### config.mk
export PLATFORM = sky130hd
export DESIGN_NAME = frame_header_and_body_crc_checker_core_flat
export DESIGN_NICKNAME = d
export VERILOG_FILES = /design/src/fhcc_pkg.sv /design/src/fhcc_req_if.sv /design/src/fhcc_rsp_if.sv /design/src/fhcc_front.sv /design/src/fhcc_queue.sv /design/src/fhcc_back.sv /design/src/frame_header_and_body_crc_checker_core.sv /design/src/flat_wrapper.sv
export SDC_FILE = /design/constraint.sdc
export NUM_CORES = 1
export LEC_CHECK = 0
export ABC_AREA = 1
export BUFFER_PORTS_ARGS = -buffer_cell sky130_fd_sc_hd__buf_4
export CAP_MARGIN = 20
export CORE_MARGIN = 1
export CORE_UTILIZATION = 50
export CTS_CLUSTER_SIZE = 28
export DETAILED_ROUTE_END_ITERATION = 10
export GPL_TIMING_DRIVEN = 0
export HOLD_SLACK_MARGIN = 0.08
export PLACE_DENSITY = 0.69
export SYNTH_ARGS = -nofsm -noshare
export SYNTH_HDL_FRONTEND = slang
export SYNTH_HIERARCHICAL = 1
export SYNTH_SLANG_ARGS = --single-unit
### constraint.sdc
create_clock -name clock -period 11.6 [get_ports clock]
set_input_delay 0.58 -clock clock [delete_from_list [all_inputs] [get_ports clock]]
set_output_delay 0.58 -clock clock [all_outputs]
set_load 0.02 [all_outputs]
### src/fhcc_pkg.sv
// Shared constants, types and CRC byte-update functions for the frame
// header/body CRC checker. No dependencies.
package fhcc_pkg;

   localparam int MAX_FRAME   = 4096;
   localparam int COUNT_W     = 13;
   localparam int COUNT_LIMIT = (MAX_FRAME < 8191) ? MAX_FRAME : 8191;

   localparam int HLEN_W  = 6;
   localparam int SEED8_W = 8;
   localparam int SEED16_W = 16;
   localparam int CSR_IDX_W = 2;
   localparam int CSR_DATA_W = 16;

   localparam logic [CSR_IDX_W-1:0] CSR_HEADER_LEN      = 2'd0;
   localparam logic [CSR_IDX_W-1:0] CSR_HEADER_CRC_SEED = 2'd1;
   localparam logic [CSR_IDX_W-1:0] CSR_FRAME_CRC_SEED  = 2'd2;

   localparam logic [HLEN_W-1:0]   HEADER_LEN_RST = 6'd5;
   localparam logic [SEED8_W-1:0]  HDR_SEED_RST   = 8'hff;
   localparam logic [SEED16_W-1:0] FRM_SEED_RST   = 16'hffff;

   localparam logic [7:0]  CRC8_POLY_REFL  = 8'h8c;
   localparam logic [15:0] CRC16_POLY_REFL = 16'h8408;

   // one classified byte handed from the front end to the CRC engine
   typedef struct packed {
      logic [7:0] data_byte;
      logic       last_byte;
      logic       first;      // first byte of frame: load seeds
      logic       hdr_upd;    // fold byte into CRC-8
      logic       hdr_cmp;    // byte is the header check byte
      logic       ge2;        // position >= 2: fold oldest held byte into CRC-16
   } item_type;

   function automatic logic [7:0] crc8_byte(input logic [7:0] crc, input logic [7:0] b);
      logic [7:0] c;
      c = crc ^ b;
      for (int k = 0; k < 8; k++) begin
         c = c[0] ? ((c >> 1) ^ CRC8_POLY_REFL) : (c >> 1);
      end
      return c;
   endfunction

   function automatic logic [15:0] crc16_byte(input logic [15:0] crc, input logic [7:0] b);
      logic [15:0] c;
      c = crc ^ {8'h00, b};
      for (int k = 0; k < 8; k++) begin
         c = c[0] ? ((c >> 1) ^ CRC16_POLY_REFL) : (c >> 1);
      end
      return c;
   endfunction

endpackage

### src/fhcc_req_if.sv
// Byte input channel: valid/ready handshake with frame byte and last marker.
// Depends on nothing.
interface fhcc_req_if;
   logic       valid;
   logic       ready;
   logic [7:0] data_byte;
   logic       last_byte;

   modport source (output valid, output data_byte, output last_byte, input ready);
   modport sink   (input valid, input data_byte, input last_byte, output ready);
endinterface

### src/fhcc_rsp_if.sv
// Result channel: valid/ready handshake with match flags and computed CRCs.
// Depends on nothing.
interface fhcc_rsp_if;
   logic        valid;
   logic        ready;
   logic        header_ok;
   logic        frame_ok;
   logic [7:0]  header_crc;
   logic [15:0] frame_crc;

   modport source (output valid, output header_ok, output frame_ok,
                   output header_crc, output frame_crc, input ready);
   modport sink   (input valid, input header_ok, input frame_ok,
                   input header_crc, input frame_crc, output ready);
endinterface

### src/fhcc_front.sv
// Front end: accepts bytes, tracks position in frame, classifies each byte.
// Depends on fhcc_pkg, fhcc_req_if.
module fhcc_front (
   input  logic                           clock,
   input  logic                           reset,
   fhcc_req_if.sink                       req,
   input  logic [fhcc_pkg::HLEN_W-1:0]    header_len,
   input  logic                           q_full,
   output logic                           q_push,
   output fhcc_pkg::item_type             q_item
);

   logic [fhcc_pkg::COUNT_W-1:0] count_ff, count_in;
   logic [fhcc_pkg::COUNT_W:0]   pos_p1;
   logic [fhcc_pkg::COUNT_W:0]   hlen_x;
   logic                         sat;
   logic                         hdr_upd;

   assign req.ready = !q_full;
   assign q_push    = req.valid && !q_full;

   assign sat    = (count_ff == fhcc_pkg::COUNT_W'(fhcc_pkg::COUNT_LIMIT));
   assign pos_p1 = {1'b0, count_ff} + (fhcc_pkg::COUNT_W+1)'(1);
   assign hlen_x = (fhcc_pkg::COUNT_W+1)'(header_len);
   assign hdr_upd = !sat && (header_len != '0) && (pos_p1 < hlen_x);

   always_comb begin
      q_item.data_byte = req.data_byte;
      q_item.last_byte = req.last_byte;
      q_item.first     = (count_ff == '0);
      q_item.hdr_upd   = hdr_upd;
      q_item.hdr_cmp   = !sat && !hdr_upd && (header_len >= fhcc_pkg::HLEN_W'(3))
                         && (pos_p1 == hlen_x);
      q_item.ge2       = (count_ff >= fhcc_pkg::COUNT_W'(2));
   end

   always_comb begin
      count_in = count_ff;
      if (q_push) begin
         if (req.last_byte)
            count_in = '0;
         else if (!sat)
            count_in = count_ff + fhcc_pkg::COUNT_W'(1);
      end
   end

   always_ff @(posedge clock) begin
      if (reset) begin
         count_ff <= '0;
      end else begin
         count_ff <= count_in;
      end
   end

endmodule

### src/fhcc_queue.sv
// Two-entry FIFO of classified bytes between front end and CRC engine.
// Depends on fhcc_pkg.
module fhcc_queue (
   input  logic               clock,
   input  logic               reset,
   input  logic               push,
   input  fhcc_pkg::item_type push_item,
   input  logic               pop,
   output logic               full,
   output logic               not_empty,
   output fhcc_pkg::item_type head
);

   fhcc_pkg::item_type slot_ff [2];
   logic       wr_ptr_ff, wr_ptr_in;
   logic       rd_ptr_ff, rd_ptr_in;
   logic [1:0] fill_ff, fill_in;

   assign full      = (fill_ff == 2'd2);
   assign not_empty = (fill_ff != 2'd0);
   assign head      = slot_ff[rd_ptr_ff];

   always_comb begin
      wr_ptr_in = push ? !wr_ptr_ff : wr_ptr_ff;
      rd_ptr_in = pop  ? !rd_ptr_ff : rd_ptr_ff;
      fill_in   = fill_ff + {1'b0, push} - {1'b0, pop};
   end

   always_ff @(posedge clock) begin
      if (push) begin
         slot_ff[wr_ptr_ff] <= push_item;
      end
   end

   always_ff @(posedge clock) begin
      if (reset) begin
         wr_ptr_ff <= 1'b0;
         rd_ptr_ff <= 1'b0;
         fill_ff   <= 2'd0;
      end else begin
         wr_ptr_ff <= wr_ptr_in;
         rd_ptr_ff <= rd_ptr_in;
         fill_ff   <= fill_in;
      end
   end

endmodule

### src/fhcc_back.sv
// CRC engine: byte-wise CRC-8 / CRC-16 update, header compare, two-byte
// hold line and registered result output. Depends on fhcc_pkg, fhcc_rsp_if.
module fhcc_back (
   input  logic                             clock,
   input  logic                             reset,
   input  logic                             q_valid,
   input  fhcc_pkg::item_type               q_item,
   output logic                             q_pop,
   input  logic [fhcc_pkg::SEED8_W-1:0]     hdr_seed,
   input  logic [fhcc_pkg::SEED16_W-1:0]    frm_seed,
   fhcc_rsp_if.source                       rsp
);

   logic [7:0]  hcrc_ff, hcrc_in, hcrc_cur;
   logic        match_ff, match_in, match_cur;
   logic [15:0] fcrc_ff, fcrc_in, fcrc_cur;
   logic [7:0]  held0_ff, held0_in;
   logic [7:0]  held1_ff, held1_in;

   logic        out_vld_ff, out_vld_in;
   logic        hok_ff, fok_ff;
   logic [7:0]  hcrc_out_ff;
   logic [15:0] fcrc_out_ff;
   logic        emit;

   // non-last bytes never touch the output register, so they flow freely
   assign q_pop = q_valid && (!q_item.last_byte || !out_vld_ff || rsp.ready);
   assign emit  = q_pop && q_item.last_byte;

   always_comb begin
      hcrc_cur  = q_item.first ? hdr_seed : hcrc_ff;
      fcrc_cur  = q_item.first ? frm_seed : fcrc_ff;
      match_cur = q_item.first ? 1'b0 : match_ff;

      hcrc_in  = q_item.hdr_upd ? fhcc_pkg::crc8_byte(hcrc_cur, q_item.data_byte) : hcrc_cur;
      match_in = q_item.hdr_cmp ? (hcrc_cur == q_item.data_byte) : match_cur;
      fcrc_in  = q_item.ge2 ? fhcc_pkg::crc16_byte(fcrc_cur, held0_ff) : fcrc_cur;
      held0_in = held1_ff;
      held1_in = q_item.data_byte;
   end

   always_comb begin
      out_vld_in = out_vld_ff;
      if (emit)
         out_vld_in = 1'b1;
      else if (rsp.ready)
         out_vld_in = 1'b0;
   end

   always_ff @(posedge clock) begin
      if (q_pop) begin
         hcrc_ff  <= hcrc_in;
         match_ff <= match_in;
         fcrc_ff  <= fcrc_in;
         held0_ff <= held0_in;
         held1_ff <= held1_in;
      end
      if (emit) begin
         hok_ff      <= match_in;
         fok_ff      <= q_item.ge2 && (fcrc_in == {held1_in, held0_in});
         hcrc_out_ff <= hcrc_in;
         fcrc_out_ff <= fcrc_in;
      end
   end

   always_ff @(posedge clock) begin
      if (reset) begin
         out_vld_ff <= 1'b0;
      end else begin
         out_vld_ff <= out_vld_in;
      end
   end

   assign rsp.valid      = out_vld_ff;
   assign rsp.header_ok  = hok_ff;
   assign rsp.frame_ok   = fok_ff;
   assign rsp.header_crc = hcrc_out_ff;
   assign rsp.frame_crc  = fcrc_out_ff;

endmodule

### src/frame_header_and_body_crc_checker_core.sv
// Result path: a frame's last byte passes a queue slot, then the CRC engine's output
// register; the result comes later if bytes wait ahead of it.
// Throughput: one byte per cycle while the queue has room, held by the two-entry queue
// feeding the CRC-8/CRC-16 byte update. A stalled result only blocks the engine when the next
// last byte reaches it. Reset (synchronous, active high) empties the queue and output,
// restarts the frame and sets header_len=5, header_crc_seed=0xff, frame_crc_seed=0xffff.
module frame_header_and_body_crc_checker_core (
   input  logic                               clock,
   input  logic                               reset,
   fhcc_req_if.sink                           req_ch,
   fhcc_rsp_if.source                         rsp_ch,
   input  logic                               csr_we,
   input  logic [fhcc_pkg::CSR_IDX_W-1:0]     csr_index,
   input  logic [fhcc_pkg::CSR_DATA_W-1:0]    csr_wdata
);

   logic [fhcc_pkg::HLEN_W-1:0]   hlen_ff, hlen_in;
   logic [fhcc_pkg::SEED8_W-1:0]  hseed_ff, hseed_in;
   logic [fhcc_pkg::SEED16_W-1:0] fseed_ff, fseed_in;

   logic               q_push, q_pop, q_full, q_valid;
   fhcc_pkg::item_type q_in_item, q_head;

   always_comb begin
      hlen_in  = hlen_ff;
      hseed_in = hseed_ff;
      fseed_in = fseed_ff;
      if (csr_we) begin
         unique case (csr_index)
            fhcc_pkg::CSR_HEADER_LEN:      hlen_in  = csr_wdata[fhcc_pkg::HLEN_W-1:0];
            fhcc_pkg::CSR_HEADER_CRC_SEED: hseed_in = csr_wdata[fhcc_pkg::SEED8_W-1:0];
            fhcc_pkg::CSR_FRAME_CRC_SEED:  fseed_in = csr_wdata[fhcc_pkg::SEED16_W-1:0];
            default: ;
         endcase
      end
   end

   always_ff @(posedge clock) begin
      if (reset) begin
         hlen_ff  <= fhcc_pkg::HEADER_LEN_RST;
         hseed_ff <= fhcc_pkg::HDR_SEED_RST;
         fseed_ff <= fhcc_pkg::FRM_SEED_RST;
      end else begin
         hlen_ff  <= hlen_in;
         hseed_ff <= hseed_in;
         fseed_ff <= fseed_in;
      end
   end

   fhcc_front u_front (
      .clock      (clock),
      .reset      (reset),
      .req        (req_ch),
      .header_len (hlen_ff),
      .q_full     (q_full),
      .q_push     (q_push),
      .q_item     (q_in_item)
   );

   fhcc_queue u_queue (
      .clock     (clock),
      .reset     (reset),
      .push      (q_push),
      .push_item (q_in_item),
      .pop       (q_pop),
      .full      (q_full),
      .not_empty (q_valid),
      .head      (q_head)
   );

   fhcc_back u_back (
      .clock    (clock),
      .reset    (reset),
      .q_valid  (q_valid),
      .q_item   (q_head),
      .q_pop    (q_pop),
      .hdr_seed (hseed_ff),
      .frm_seed (fseed_ff),
      .rsp      (rsp_ch)
   );

endmodule

### src/flat_wrapper.sv
// flat-port wrapper written by rule: the top's interface ports become plain ports
module frame_header_and_body_crc_checker_core_flat 
  (clock, reset, csr_we, csr_index, csr_wdata, req_ch_valid, req_ch_data_byte, req_ch_last_byte, req_ch_ready, rsp_ch_valid, rsp_ch_header_ok, rsp_ch_frame_ok, rsp_ch_header_crc, rsp_ch_frame_crc, rsp_ch_ready);
  fhcc_req_if req_ch_i ();
  fhcc_rsp_if rsp_ch_i ();
  input  logic clock;
  input  logic reset;
  input  logic csr_we;
  input  logic [fhcc_pkg::CSR_IDX_W-1:0] csr_index;
  input  logic [fhcc_pkg::CSR_DATA_W-1:0] csr_wdata;
  input wire logic [$bits(req_ch_i.valid)-1:0] req_ch_valid;
  input wire logic [$bits(req_ch_i.data_byte)-1:0] req_ch_data_byte;
  input wire logic [$bits(req_ch_i.last_byte)-1:0] req_ch_last_byte;
  output wire logic [$bits(req_ch_i.ready)-1:0] req_ch_ready;
  output wire logic [$bits(rsp_ch_i.valid)-1:0] rsp_ch_valid;
  output wire logic [$bits(rsp_ch_i.header_ok)-1:0] rsp_ch_header_ok;
  output wire logic [$bits(rsp_ch_i.frame_ok)-1:0] rsp_ch_frame_ok;
  output wire logic [$bits(rsp_ch_i.header_crc)-1:0] rsp_ch_header_crc;
  output wire logic [$bits(rsp_ch_i.frame_crc)-1:0] rsp_ch_frame_crc;
  input wire logic [$bits(rsp_ch_i.ready)-1:0] rsp_ch_ready;
  assign req_ch_i.valid = req_ch_valid;
  assign req_ch_i.data_byte = req_ch_data_byte;
  assign req_ch_i.last_byte = req_ch_last_byte;
  assign req_ch_ready = req_ch_i.ready;
  assign rsp_ch_valid = rsp_ch_i.valid;
  assign rsp_ch_header_ok = rsp_ch_i.header_ok;
  assign rsp_ch_frame_ok = rsp_ch_i.frame_ok;
  assign rsp_ch_header_crc = rsp_ch_i.header_crc;
  assign rsp_ch_frame_crc = rsp_ch_i.frame_crc;
  assign rsp_ch_i.ready = rsp_ch_ready;
  frame_header_and_body_crc_checker_core u_core (.clock(clock), .reset(reset), .req_ch(req_ch_i), .rsp_ch(rsp_ch_i), .csr_we(csr_we), .csr_index(csr_index), .csr_wdata(csr_wdata));
endmodule
==> results of run 1 <==
==> cell type report <==
cell class                 instances  area [um^2]  share of cell area, %
buffer                            40          320                   3.44
clock buffer                      19          433                   4.64
clock inverter                    13          243                   2.60
inverter                         113          424                   4.55
multi-input combinational        667         3440                   36.9
sequential                       142         3770                   40.5
tap                              211          264                   2.83
timing repair buffer              52          427                   4.58
==> per-stage QoR <==
step	instance area [um^2]	instances
after global routing	9320	1257
final	9320	1257
after CTS	9300	1256
after global placement	8570	1222
after detailed placement	8620	1224
after floorplan	7940	962
==> worst min-delay path by stage <==
stage | from | endpoint | slack, ns | cells past startpoint
final | req_ch_data_byte[6] | u_core/u_queue/slot_ff[0][11] | 0.34 | 1
after global routing | req_ch_data_byte[6] | u_core/u_queue/slot_ff[0][11] | 0.33 | 1
after CTS | req_ch_data_byte[6] | u_core/u_queue/slot_ff[0][11] | 0.32 | 1
after detailed placement | u_core/fseed_ff[13] | u_core/fseed_ff[13] | 0.45 | 2
after global placement | u_core/fseed_ff[14] | u_core/fseed_ff[14] | 0.45 | 2
after floorplan | u_core/hseed_ff[7] | u_core/hseed_ff[7] | 0.42 | 2
==> layer usage <==
metal	routed length, um	GRT usage (%)
met1	8370	32.2
met2	8980	40.3
met3	912	4.22
met4	439	10.2
met5	0	0
==> cells in the mapped netlist (all sizes together) <==
cell type  instances  area share [%]
o21a               1           0.095
a311oi             1            0.11
nand3b             2            0.19
mux2              13             2.3
edfxtp            93              35
a21oi             21             1.3
clkbuf             5            0.24
xor2              12             1.5
dfxtp             49              12
nor4               2            0.16
nand2            339              17
ha                11             1.7
xnor2              2            0.22
nand3            130             9.0
clkinv             1           0.047
nand4             30             2.4
or2                5            0.39
o21ai             29             2.3
nor2              61             3.5
xnor3              2            0.57
mux2i              1            0.13
nor3               4            0.25
inv              112             5.3
buf               35             3.8
a31oi              1           0.079
==> where the power goes <==
part | internal (W) | leakage, nW | switching (W)
combinational | 0.000344 | 2.81 | 0.000659
clock | 0.000422 | 0.324 | 0.000203
sequential | 0.000763 | 1.27 | 0.0000602
total | 0.00153 | 4.40 | 0.000923
==> kinds of logic (layout without fill, tap and decap cells) <==
| kind of cell | after synthesis | in the layout | synth area share (%) |
|---|---|---|---|
| AO/OA/AOI/OAI | 53 | 53 | 3.95 |
| multiplexers | 14 | 14 | 2.44 |
| XOR/XNOR | 16 | 16 | 2.30 |
| buffers and inverters | 153 | 237 | 9.37 |
| AND/OR/NAND/NOR | 573 | 573 | 32.7 |
| adder cells (fa/ha/maj) | 11 | 11 | 1.73 |
| flip-flops | 142 | 142 | 47.5 |
==> flip-flops by register name, summed over array words and instances, names as in the netlist, named ones only <==
| name | count |
|---|---|
| u_core/u_queue/slot_ff | 26 |
| u_core/u_back/rsp.valid | 1 |
| u_core/u_back/rsp.header_crc | 8 |
| u_core/u_back/held0_ff | 8 |
| u_core/u_back/hcrc_ff | 8 |
| u_core/u_queue/rd_ptr_ff | 1 |
| u_core/hseed_ff | 8 |
| u_core/u_back/rsp.frame_crc | 16 |
| u_core/u_back/fcrc_ff | 16 |
| u_core/u_queue/wr_ptr_ff | 1 |
| u_core/u_back/rsp.frame_ok | 1 |
| u_core/u_back/rsp.header_ok | 1 |
| u_core/u_back/match_ff | 1 |
| u_core/u_front/count_ff | 13 |
| u_core/fseed_ff | 16 |
| u_core/u_queue/fill_ff | 2 |
| u_core/hlen_ff | 6 |
| u_core/u_back/held0_in | 8 |
==> impl_metrics.ini, run 1 <==
[critical_path]
crit_type = reg2reg
crit_required_ns = 11.76
cp-end-kind = flop
critical_path_arrival_ns = 3.09
cp.depth = 14
path_max_fanout = 10
rrSetupSlack_ns = 8.67
worstSetupStartpointType = flop
crit_path_cell_trace = buf_6 > mux2_4 > inv_2 > buf_4 > nand2_1 > nand2_2 > nand2_1 > nand2_1 > nand2_1 > nand3_1 > nand2_1 > nand2_1 > nand2_1 > o21ai_0
critPathCapture = u_core/u_back/rsp.header_crc[7]
cp_top_family = simple AND/OR/NAND/NOR gates
worstRegToRegCells = 14
slowest_delay_ns = 0.43
cp_num_buf_inv = 3
slowest_stage = o21ai_0
reg2reg_to = u_core/u_back/rsp.header_crc[7]
cpMostUsedCell = nand2_1

[placed_design]
io_buffers = 49
dp_slack_ns = 8.42
dp_hpwl_um = 13900
place.gp.congestion = 0.923

[route]
dr.pass1.iters = 6
antenna_left = 0
vias_per_cell = 5.22
post-route-drc-count = 0
num_vias = 6560
routed_wl_um = 18700
dr.first_iter.drc_count = 429
wl_per_cell_um = 14.9

[power_and_ir_drop]
power_density_nw_per_um2 = 263
p_total_w = 0.00245
ir_drop_v = 0.000188
p_leak_nw = 4.40

[sta]
worstMarginPinSlew_ns = 0.816
setup_ws_ns = 8.67
timing.hold.ws_ns = 0.340
fin_crit_ns = 2.93
maxSlewViolCount = 0
skew_ns = 0.00845
rsz0062_at_grt = no
setup_viol = 0
fmax_mhz = 341
hold_viol = 0
setup_tns_ns = 0
fin_crit_sh_pct = 25.3
max_slew_margin_pct = 45.6

[yosys]
synth_seq_cells = 142
syn-cell-area_um2 = 7940
synth_area_per_cell_um2 = 8.26
ys_seq_area_share_pct = 47.5
synth_nets = 1005
ys_warn_count = 6
netlist_instances = 962
synth.distinct_cells = 42

[clock_network]
cts_root_buffer = clkbuf_16
cts_buffers = 17
clock-sinks = 142
cts_tree = yes
clk_pin_slew_worst_paths_ns = 0.05
cts_resized = 0
htreeDepth = 4
clock_path_buffers = 2
clk_latency_ns = 0.42
cts_setup_buffers = 0
holdBufCountCts = 0

[floorplanning]
ioPinCount = 60
die_w_um = 128
initial_core_util_pct = 51.7
rows = 45
core_um2 = 15400
die_h_um = 128
die_area_um2 = 16400

[layout]
fin_nets = 1076
fillers = 1391
drive_gt1_share_pct = 17.9
final_common_cell = nand2_1
n_antenna_cell = 0
syn2layout_area_growth_pct = 17.4
final_cell_mix = nand2_1 (318), nand3_1 (120), inv_1 (105), edfxtp_1 (93), buf_4 (65)
fin_util_pct = 60.7

[global_route]
grt_first_pass_wirelength_um = 30600
overflow = 0
first_global_vias = 6074
grt_max_degree = 28
grt.total_usage_pct = 24.6
grt_antenna_before_repair = 0

[outcome]
outcome = completed

[worst_hold_path]
worstHoldPathType = in2reg

[flow_run]
drv_cap = 0
Note: power is estimated with default switching activity, not from simulation.
==> run 2, diff against run 1 <==
==> constraint.sdc (replaced) <==
create_clock -name clock -period 2.8 [get_ports clock]
set_input_delay 0.14 -clock clock [delete_from_list [all_inputs] [get_ports clock]]
set_output_delay 0.14 -clock clock [all_outputs]
set_load 0.02 [all_outputs]
==> run 2 against run 1 <==
- critical path depth up 3
- highest routed layer unchanged
- critical path type unchanged
- non-clock buffer count up 34
- combinational power rose to 4.2 times the previous value
==> impl_metrics.ini, run 2 (synthesized netlist as in run 1, its figures left out) <==
[critical_path]
critical_path_arrival_ns = 2.89
cp.depth = 17
cp_top_family = simple AND/OR/NAND/NOR gates
cp_num_buf_inv = 2
cp-end-kind = flop
crit_required_ns = 3.08
slowest_delay_ns = 0.38
rrSetupSlack_ns = 0.19
critPathCapture = u_core/u_back/rsp.frame_ok
reg2reg_to = u_core/u_back/rsp.frame_ok
path_max_fanout = 10
crit_path_cell_trace = buf_12 > mux2_4 > inv_4 > nand2_1 > nand2_1 > nand2_1 > nand2_2 > nand2_1 > nand2_1 > nand2_1 > nand3_1 > nand2_1 > nand2_1 > nand2_1 > nor2_1 > nand2_1 > nor2_1
worstSetupStartpointType = flop
cpMostUsedCell = nand2_1
slowest_stage = dfxtp_4
worstRegToRegCells = 17
crit_type = reg2reg

[route]
routed_wl_um = 19400
dr.pass1.iters = 5
post-route-drc-count = 0
antenna_left = 0
vias_per_cell = 5.17
dr.first_iter.drc_count = 617
wl_per_cell_um = 15.0
num_vias = 6676

[floorplanning]
rows = 45
die_h_um = 128
die_area_um2 = 16400
core_um2 = 15400
die_w_um = 128
ioPinCount = 60
initial_core_util_pct = 51.7

[layout]
fin_nets = 1110
drive_gt1_share_pct = 18.0
fin_util_pct = 62.2
n_antenna_cell = 0
largest_reg_flops = 26
syn2layout_area_growth_pct = 20.4
final_cell_mix = nand2_1 (314), nand3_1 (120), inv_1 (104), edfxtp_1 (93), buf_4 (65)
largest-register = u_core/u_queue/slot_ff
final_common_cell = nand2_1

[placed_design]
io_buffers = 49
place.gp.congestion = 0.943
dp_hpwl_um = 14100
dp_slack_ns = -0.0580

[sta]
fmax_mhz = 383
timing.hold.ws_ns = 0.0980
skew_ns = 0.0116
setup_viol = 0
fin_crit_sh_pct = 93.3
hold_viol = 0
worstMarginPinSlew_ns = 0.692
rsz0062_at_grt = no
maxSlewViolCount = 0
fin_crit_ns = 2.61
max_slew_margin_pct = 53.8
setup_tns_ns = 0
setup_ws_ns = 0.188

[worst_hold_path]
worstHoldPathType = in2reg

[clock_network]
cts_buffers = 17
cts_root_buffer = clkbuf_16
clock_path_buffers = 2
clk_latency_ns = 0.42
clk_pin_slew_worst_paths_ns = 0.06
clock-sinks = 142
htreeDepth = 4
cts_setup_buffers = 0
cts_tree = yes

[power_and_ir_drop]
p_total_w = 0.00974
power_density_nw_per_um2 = 1020
p_leak_nw = 4.48
ir_drop_v = 0.000754

[global_route]
first_global_vias = 6252
grt_max_degree = 28
grt.total_usage_pct = 25.5
grt_antenna_before_repair = 0
grt_first_pass_wirelength_um = 31400
overflow = 0

[outcome]
outcome = completed

[flow_run]
drv_cap = 0
## run 2: cell count changes in the layout (fill, tap and decap cells not counted), moves of 2 or more
cell,before,now
bufinv_16,7,1
clkbuf_8,0,2
clkinv_2,1,6
dfxtp_1,49,47
dlygate4sd3_1,0,34
nand2_1,318,314
nand2_2,19,22
o21ai_0,21,18
o21ai_1,3,5
## run 2: what timing repair did
item | in CTS | in global routing
hold buffers | 34 | 0
hold endpoints to repair | 58 | 0
gates resized for setup | 3 | 13
endpoints found under the setup margin | 5 | 13
pin swaps | 0 | 0
## run 2: how the worst min path moves through the flow
stage / from / cells past startpoint / slack, ns / endpoint
final: csr_index[0] / 4 / 0.1 / u_core/fseed_ff[1]
after global routing: csr_index[0] / 5 / 0.15 / u_core/fseed_ff[0]
after CTS: csr_index[0] / 4 / 0.08 / u_core/fseed_ff[1]
after detailed placement: req_ch_data_byte[0] / 1 / 0.33 / u_core/u_queue/slot_ff[1][5]
after global placement: req_ch_data_byte[6] / 1 / 0.33 / u_core/u_queue/slot_ff[0][11]
after floorplan: reset / 1 / 0.21 / u_core/u_front/count_ff[4]
## run 2: power by group
part	switching [W]	total (W)	internal (W)	leakage, nW
clock	0.000818	0.00207	0.00125	0.270
sequential	0.000266	0.00343	0.00317	1.28
combinational	0.00275	0.00424	0.00150	2.93
total	0.00383	0.00974	0.00591	4.48
## run 2: final cells by class
type / instances / area [um^2]
Fill cell: 1337 / 5810
Sequential cell: 142 / 3780
Tap cell: 211 / 264
Buffer: 40 / 333
Clock inverter: 10 / 71.3
Clock buffer: 22 / 464
Timing Repair Buffer: 86 / 763
Multi-Input combinational cell: 667 / 3460
Inverter: 113 / 430
## run 2: metrics by stage
stage	area (um^2)	cells
2_1_floorplan	7960	962
3_3_place_gp	8590	1222
3_5_place_dp	8640	1224
4_1_cts	9520	1290
5_1_grt	9560	1291
6_report	9560	1291
## run 2: metal layers
metal / share of wire [%] / GRT usage, % / up-vias / routed length (um)
met5: 0 / 0 / - / 0
met3: 6.0 / 4.80 / 37 / 1170
li1: - / - / 3354 / -
met2: 48 / 41.2 / 221 / 9260
met1: 43 / 33.3 / 3064 / 8440
met4: 2.9 / 11.5 / 0 / 558
## run 2: worst register-to-register path: cells and delay by family, from the launching register on
kind	cells	cell delay, ns
multiplexers	1	0.33
buffers and inverters	2	0.31
AND/OR/NAND/NOR	14	1.44
flip-flops	1	0.38
